### config.mk
export PLATFORM = sky130hd
export DESIGN_NAME = i2c_pointer_register_slave_top
export DESIGN_NICKNAME = d
export VERILOG_FILES = /design/src/rtl/ipr_pkg.sv /design/src/rtl/ipr_regfile.sv /design/src/rtl/ipr_ctrl.sv /design/src/rtl/i2c_pointer_register_slave_top.sv
export SDC_FILE = /design/constraint.sdc
export NUM_CORES = 1
export LEC_CHECK = 0
export ABC_AREA = 1
export BUFFER_PORTS_ARGS = -buffer_cell sky130_fd_sc_hd__buf_2
export CAP_MARGIN = 20
export CORE_MARGIN = 2
export CORE_UTILIZATION = 25
export DETAILED_ROUTE_END_ITERATION = 8
export GPL_ROUTABILITY_DRIVEN = 0
export PLACE_DENSITY_LB_ADDON = 0.08
export RECOVER_POWER = 100
export SKIP_CTS_REPAIR_TIMING = 1
export SYNTH_ARGS = -nofsm -noshare
export SYNTH_HDL_FRONTEND = slang
export SYNTH_SLANG_ARGS = --single-unit
### constraint.sdc
create_clock -name clk -period 8.7 [get_ports clk]
set_input_delay 0.435 -clock clk [delete_from_list [all_inputs] [get_ports clk]]
set_output_delay 0.435 -clock clk [all_outputs]
set_load 0.005 [all_outputs]
### src/rtl/ipr_pkg.sv
package ipr_pkg;

  // Default pointer width; the register file holds 2**IPR_POINTER_BITS bytes.
  localparam int IPR_POINTER_BITS = 7;

  // Bus event codes.
  typedef enum logic [2:0] {
    OP_ADDR_WRITE  = 3'd0,
    OP_ADDR_READ   = 3'd1,
    OP_TX_EMPTY    = 3'd2,
    OP_RX_BYTE     = 3'd3,
    OP_NACK        = 3'd4,
    OP_RX_FINISHED = 3'd5,
    OP_STOP        = 3'd6
  } ipr_op_t;

  // Access request from the controller to the register file.
  typedef struct packed {
    logic       wr_en;
    logic       rd_en;
    logic [7:0] wdata;
  } ipr_mem_req_t;

endpackage

### src/rtl/ipr_regfile.sv
module ipr_regfile #(
  parameter int POINTER_BITS = ipr_pkg::IPR_POINTER_BITS
) (
  input  logic                     clk,
  input  logic                     rst_n,
  input  ipr_pkg::ipr_mem_req_t    req,
  input  logic [POINTER_BITS-1:0]  addr,
  output logic [7:0]               rdata,
  output logic                     init_busy
);
  import ipr_pkg::*;

  localparam int DEPTH = 1 << POINTER_BITS;

  logic [7:0]              mem [DEPTH];
  logic [7:0]              rdata_r;
  logic                    busy_r;
  logic                    busy_nxt;
  logic [POINTER_BITS-1:0] cnt_r;
  logic [POINTER_BITS-1:0] cnt_nxt;
  logic [POINTER_BITS+7:0] cnt_ext;
  logic                    wr_en;
  logic [POINTER_BITS-1:0] wr_addr;
  logic [7:0]              wr_data;

  // The init sweep owns the write port until every entry holds its index.
  always_comb begin
    cnt_ext  = {8'd0, cnt_r};
    wr_en    = busy_r | req.wr_en;
    wr_addr  = busy_r ? cnt_r : addr;
    wr_data  = busy_r ? cnt_ext[7:0] : req.wdata;
    busy_nxt = busy_r & ~(&cnt_r);
    cnt_nxt  = busy_r ? cnt_r + 1'b1 : cnt_r;
  end

  // Sweep counter and busy flag.
  always_ff @(posedge clk) begin
    if (!rst_n) begin
      busy_r <= 1'b1;
      cnt_r  <= '0;
    end else begin
      busy_r <= busy_nxt;
      cnt_r  <= cnt_nxt;
    end
  end

  // Single-port style storage with a registered read.
  always_ff @(posedge clk) begin
    if (wr_en) begin
      mem[wr_addr] <= wr_data;
    end
    if (req.rd_en) begin
      rdata_r <= mem[addr];
    end
  end

  assign rdata     = rdata_r;
  assign init_busy = busy_r;

endmodule

### src/rtl/ipr_ctrl.sv
module ipr_ctrl #(
  parameter int POINTER_BITS = ipr_pkg::IPR_POINTER_BITS
) (
  input  logic                     clk,
  input  logic                     rst_n,
  input  logic                     in_valid,
  output logic                     in_stall,
  input  logic [2:0]               in_operation,
  input  logic [7:0]               in_rx_data,
  output logic                     out_valid,
  input  logic                     out_stall,
  input  logic                     init_busy,
  output ipr_pkg::ipr_mem_req_t    mem_req,
  output logic [POINTER_BITS-1:0]  mem_addr
);
  import ipr_pkg::*;

  logic [POINTER_BITS-1:0] ptr_r;
  logic [POINTER_BITS-1:0] ptr_nxt;
  logic                    pend_r;
  logic                    pend_nxt;
  logic                    out_valid_r;
  logic                    out_valid_nxt;
  logic [POINTER_BITS+7:0] rx_ext;
  logic                    is_read;
  logic                    accept;
  ipr_op_t                 op;

  // A read request waits while an earlier result is still held; every event waits during init.
  always_comb begin
    op       = ipr_op_t'(in_operation);
    is_read  = (op == OP_ADDR_READ) || (op == OP_TX_EMPTY);
    in_stall = init_busy | (out_valid_r & out_stall & is_read);
    accept   = in_valid & ~in_stall;
    rx_ext   = {{POINTER_BITS{1'b0}}, in_rx_data};
  end

  // Pointer, load flag and memory request for the accepted event.
  always_comb begin
    ptr_nxt       = ptr_r;
    pend_nxt      = pend_r;
    mem_req.wr_en = 1'b0;
    mem_req.rd_en = 1'b0;
    mem_req.wdata = in_rx_data;
    if (accept) begin
      case (op)
        OP_ADDR_WRITE: begin
          pend_nxt = 1'b1;
        end
        OP_ADDR_READ, OP_TX_EMPTY: begin
          mem_req.rd_en = 1'b1;
          ptr_nxt       = ptr_r + 1'b1;
        end
        OP_RX_BYTE: begin
          if (pend_r) begin
            pend_nxt = 1'b0;
            ptr_nxt  = rx_ext[POINTER_BITS-1:0];
          end else begin
            mem_req.wr_en = 1'b1;
            ptr_nxt       = ptr_r + 1'b1;
          end
        end
        OP_NACK: begin
          ptr_nxt = ptr_r - 1'b1;
        end
        OP_RX_FINISHED: begin
          ptr_nxt = ptr_r + 2'd2;
        end
        default: begin
          ptr_nxt = ptr_r;
        end
      endcase
    end
  end

  // The read data lands in the register file's output register next cycle.
  always_comb begin
    if (accept && is_read) begin
      out_valid_nxt = 1'b1;
    end else if (!out_stall) begin
      out_valid_nxt = 1'b0;
    end else begin
      out_valid_nxt = out_valid_r;
    end
  end

  always_ff @(posedge clk) begin
    if (!rst_n) begin
      ptr_r       <= '0;
      pend_r      <= 1'b0;
      out_valid_r <= 1'b0;
    end else begin
      ptr_r       <= ptr_nxt;
      pend_r      <= pend_nxt;
      out_valid_r <= out_valid_nxt;
    end
  end

  assign mem_addr  = ptr_r;
  assign out_valid = out_valid_r;

endmodule

### src/rtl/i2c_pointer_register_slave_top.sv
// Channel | Direction | Handshake           | Payload
// in_     | input     | in_valid / in_stall | in_operation[2:0], in_rx_data[7:0]
// out_    | output    | out_valid/out_stall | out_tx_data[7:0]
//
// A read result appears in the cycle after its request, out of the
// register file's registered read port. After reset an init sweep writes
// each entry with its own index, one entry a cycle; in_stall stays high
// meanwhile. A read request stalls while the previous result is still
// held by out_stall; all other events are taken every cycle outside the
// init sweep.
module i2c_pointer_register_slave_top #(
  parameter int POINTER_BITS = ipr_pkg::IPR_POINTER_BITS
) (
  input  logic       clk,
  input  logic       rst_n,
  input  logic       in_valid,
  output logic       in_stall,
  input  logic [2:0] in_operation,
  input  logic [7:0] in_rx_data,
  output logic       out_valid,
  input  logic       out_stall,
  output logic [7:0] out_tx_data
);
  import ipr_pkg::*;

  ipr_mem_req_t            mem_req;
  logic [POINTER_BITS-1:0] mem_addr;
  logic                    init_busy;

  // Event decode, pointer and result handshake.
  ipr_ctrl #(
    .POINTER_BITS(POINTER_BITS)
  ) u_ctrl (
    .clk         (clk),
    .rst_n       (rst_n),
    .in_valid    (in_valid),
    .in_stall    (in_stall),
    .in_operation(in_operation),
    .in_rx_data  (in_rx_data),
    .out_valid   (out_valid),
    .out_stall   (out_stall),
    .init_busy   (init_busy),
    .mem_req     (mem_req),
    .mem_addr    (mem_addr)
  );

  // Byte register file.
  ipr_regfile #(
    .POINTER_BITS(POINTER_BITS)
  ) u_regfile (
    .clk      (clk),
    .rst_n    (rst_n),
    .req      (mem_req),
    .addr     (mem_addr),
    .rdata    (out_tx_data),
    .init_busy(init_busy)
  );

endmodule

* Word-level counts from Yosys, hierarchy flattened *
Memories as Yosys holds them, arrays and structs flattened. A register that Yosys moved wholly into a read port is not among the register bits.
Index checks and enable logic that the tools add are counted.

word-level totals
  bits in registers = 17
  bits in writable memories = 1024
  input port bits = 15
  output and inout port bits = 10
  memories kept = 1

memory list
  name           depth  bits a word  rd ports  clocked after memory_dff  write ports  line               text
  u_regfile.mem  128    8            1         1                         1            ipr_regfile.sv:15  logic [7:0] mem [DEPTH];

cells by class
  add/subtract/negate cells = 4
  eq/ne operators = 6
  mux-type cells = 13
  bitwise operators = 8
  reduce and logical (&&, ||, !) cells = 9

operators by type and width
  cell                 number
  $pmux 7 s4           1
  $add 7x1->7 const B  2
  $mux 7               2
  $mux 8               1
  $add 7x2->7 const B  1
  $mux 1               7
  $reduce_and 7->1     1
  $sub 7x1->7 const B  1
  $eq 3x2->1 const B   2
  $eq 3x3->1 const B   2
  $and 1x1->1          4
  $reduce_and 2->1     2
  $reduce_bool 4->1    1
  $eq 3x1->1 const B   1
  $logic_not 3->1      1
  $mux 2               1
  $ne 2x1->1 const B   1
  $not 1->1            2
  $or 1x1->1           2
  $pmux 1 s2           1
  $reduce_bool 2->1    1
  $reduce_or 2->1      1
  $logic_and 1x1->1    1
  $logic_or 1x1->1     1

* Longest topological paths before layout *
  depth after elaboration = 10
  gate-level depth with buffers = 14

* Modules after synthesis *
A second synthesis with hierarchy kept.

second synthesis, totals
  cell total of the unflattened synthesis = 3830
  area, all modules = 43919.6 um2

by module, submodules not included
  module       instances  cells an instance  area each (um2)  seq. area each (um2)
  ipr_regfile  1          3653               42912.4          31149.9
  ipr_ctrl     1          177                1007.2           180.2

* Worst setup path after synthesis *
No wires, ideal clock.

  path kind = reg2reg
  from = register u_regfile.busy_r, in the netlist u_regfile.init_busy
  to = memory u_regfile.mem[0][2], data pin
  data arrival time = 5.625 ns
  required time = 7.503 ns
  setup slack = 1.878 ns
  cell stages (with the launch flop) = 4
  path buffers = 2
  clock period less this slack = 6.822 ns
  cell sequence = dfxtp_1 -> buf_2 -> buf_4 -> o21ai_0

between the ends
  longest elaborated chain between the ends = 1

ends and longest elaborated chain
  what                            line               text
  start, declared                 ipr_regfile.sv:17  logic busy_r;
  start signal, assigned          ipr_regfile.sv:42  busy_r <= busy_nxt;
  $mux 8                          ipr_regfile.sv:31  wr_data = busy_r ? cnt_ext[7:0] : req.wdata;
  named net u_regfile.wr_data[2]  ipr_regfile.sv:24  logic [7:0] wr_data;
  end, declared                   ipr_regfile.sv:15

The timed path passes the listed nets, and every way through them passes these cells.

* Final worst setup path *
  from = register u_regfile.busy_r, in the netlist u_regfile.init_busy
  to = memory u_regfile.mem[58][3], data pin

Same word-level chain as after synthesis.

==> results.tsv <==
metric	value	unit
Starting Density	0.252	
IO Port Bufs	24	
relative slew slack	-1.81	
post-synthesis xor/xnor area fraction	0.000385	
Final setup viols	0	
area of the multi-input gates	11100	µm²
most common cell in the netlist	nand2_1	
Slew Limit Fails	775	
critical path peak fanout	56	
Distinct cells, synth	37	
vias in the first global route	30000	
Die Y	431	µm
Synth Cell Area	45500	µm²
fin cells	6933	
area grow syn2layout	14.2	%
Post-Syn Instances	4440	
synth top area cells	edfxtp_1, nand2_1, nor2_1	
RSZ-0062 raised after global routing	no	
final hold violation count	0	
Iter 0 DRT Violations	2245	
CORE AREA	181000	µm²
Final Cycle Share	0.681	
Die Width	431	µm
Synth Area in Adders	0.00165	
Worst EP required	9.13	ns
Routed WL per cell	22.3	µm
CTS root buffer	clkbuf_16	
crit path DAT	6.36	ns
Routed Antenna Nets	0	
# fillers	19000	
Reg clk slew, reported paths	0.06	ns
Crit Path Category	reg -> reg	
hold-critical path depth	4	
# rows	156	
Post-synth EDFFs	1032	
mux contribution to synthesized area	0	
Max-cap violations	23	
ys async rst share	0	
Skew-Pair Late Insertion Delay	0.76	ns
Storage cell area	31300	µm²
Post-DP HPWL	87800	µm
CP Capture Type	flop	
Routed Wire Length	154000	µm
Initial DRT Pass Iterations	5	
Die ar.	185000	µm²
nets@finish	4476	
leading area contributor after synthesis	edfxtp_1	
CTS tree	done	
pre-CTS setup slack	4.61	ns
Ports	25	
Num CTS Buffers	134	
Syn Nets	4461	
first-pass GRT wire length	224000	µm
DR DRC count	0	
clock buffer depth	3	
Hold Path Class	in -> reg	
Synth warnings	0	
Finished Core Util	0.287	
GRT overflow	0	
Compound-Gate Fraction of Synth Area	0.0409	
initial antenna violation count	6	
share of cells above drive strength 1	0.0586	
VDD IR max	0.155	mV
power density over the cells	211	nW/µm²
CTS H-tree depth	4	
Main synth FF type	edfxtp_1	
failing checks	capacitance limit, slew limit	
Seq cells post-synth	1049	
largest family of logic cells by synthesized area	simple AND/OR/NAND/NOR gates	
Placed Cells	6686	
Tot GR Track Use	0.167	
largest net degree at the start of global routing	129	
sequential fraction of the synthesis area	0.689	
fmax	169	MHz
top cell type's share of synthesized area	0.681	
via count	30100	
worst-margin pin slew	4.22	ns
Leakage	20.4	nW
Clock Sink Count	1049	
Syn Area/Cell	10.2	µm²
Fin Setup TNS	0	ns
post-synthesis simple-gate area fraction	0.202	
startpoint types	flop	
top cells by count, synth	nand2_1, edfxtp_1, nor2_1	
outcome	finished, violations left	
worst r2r path cells	5	
Via density	4.34	
skew final	0.0329	ns
Final Worst Setup Slack	2.77	ns
Tmin final	5.93	ns
[final cells by class]
| class | instances | area share |
|---|---|---|
| Sequential cell | 1049 | 0.603 |
| Antenna cell | 3 | 0.000144 |
| Tap cell | 2370 | 0.0571 |
| Clock inverter | 72 | 0.00961 |
| Clock buffer | 169 | 0.0687 |
| Multi-Input combinational cell | 2699 | 0.214 |
| Inverter | 476 | 0.0348 |
| Timing Repair Buffer | 95 | 0.0126 |
[flip-flops by register name, summed over array words and instances, names as in the netlist]
register	flops
u_ctrl.mem_addr	7
u_ctrl.out_valid	1
u_ctrl.pend_r	1
u_regfile.cnt_r	7
u_regfile.init_busy	1
u_regfile.mem	1024
u_regfile.rdata	8
[metal layers]
layer	track usage	wire, µm
met2	0.262	69300
met5	0	0
met4	0.0427	3290
met3	0.0249	5550
met1	0.239	76200
[kinds of logic after synthesis]
| logic type | after synthesis |
|---|---|
| simple gates | 2331 |
| flops | 1049 |
| buf+inv | 692 |
| compound gates | 360 |
| fa+ha+maj | 6 |
| xor+xnor | 2 |
[critical path, cell delays in order, from the launching register on]
cell and delay (ns):
dfxtp_1 0.55, inv_1 0.50, nand2_1 0.16, nand2_1 1.23
clkbuf_1 2.20, buf_4 0.91
[stage by stage]
step / area, µm² / hold WS, ns / power (W)
after floorplan: 45500 / 0.460 / 0.00572
after global placement: 48000 / 0.487 / 0.00583
after detailed placement: 48100 / 0.480 / 0.00583
after CTS: 52200 / -0.129 / 0.0112
after global routing: 51900 / 0.0101 / 0.0113
final: 52000 / 0.0472 / 0.0110
[power breakdown]
| part | switching, W | internal, W |
|---|---|---|
| logic | 0.000151 | 0.0000222 |
| clock network | 0.00224 | 0.00302 |
| registers | 0.00000384 | 0.00554 |
| total | 0.00240 | 0.00858 |
[worst paths after layout]
path,from,endpoint,slack [ns]
worst max-delay path,u_regfile.init_busy,u_regfile.mem[58][3],2.77
worst min-delay path,in_operation[2],u_ctrl.pend_r,0.05
worst max register to register,u_regfile.init_busy,u_regfile.mem[58][3],2.77
worst min register to register,u_ctrl.out_valid,u_ctrl.out_valid,0.49
[placed cells by master, fill, tap and decap left out, types with 2 or more instances in the layout]
cell type and count:
bufinv_16 4, diode_2 3, nor2_8 2, dlygate4sd3_1 2
buf_4 38, edfxtp_1 1032, nor3_1 4, clkbuf_16 138
buf_2 18, dfxtp_1 16, clkinv_1 38, inv_4 2
clkinv_8 5, inv_8 2, nand4_1 11, clkinvlp_4 3
nor2_2 4, a21oi_1 16, nand3_2 2, inv_6 5
nand3_1 230, clkbuf_1 60, inv_2 8, clkinv_2 16
ha_1 6, o21ai_4 2, o21ai_0 249, nand2_1 1480
inv_1 464, buf_12 7, o22ai_1 5, a31oi_1 3
nand2_2 3, o21ai_1 77, nor2_1 593
(Power assumes the default switching activity.)
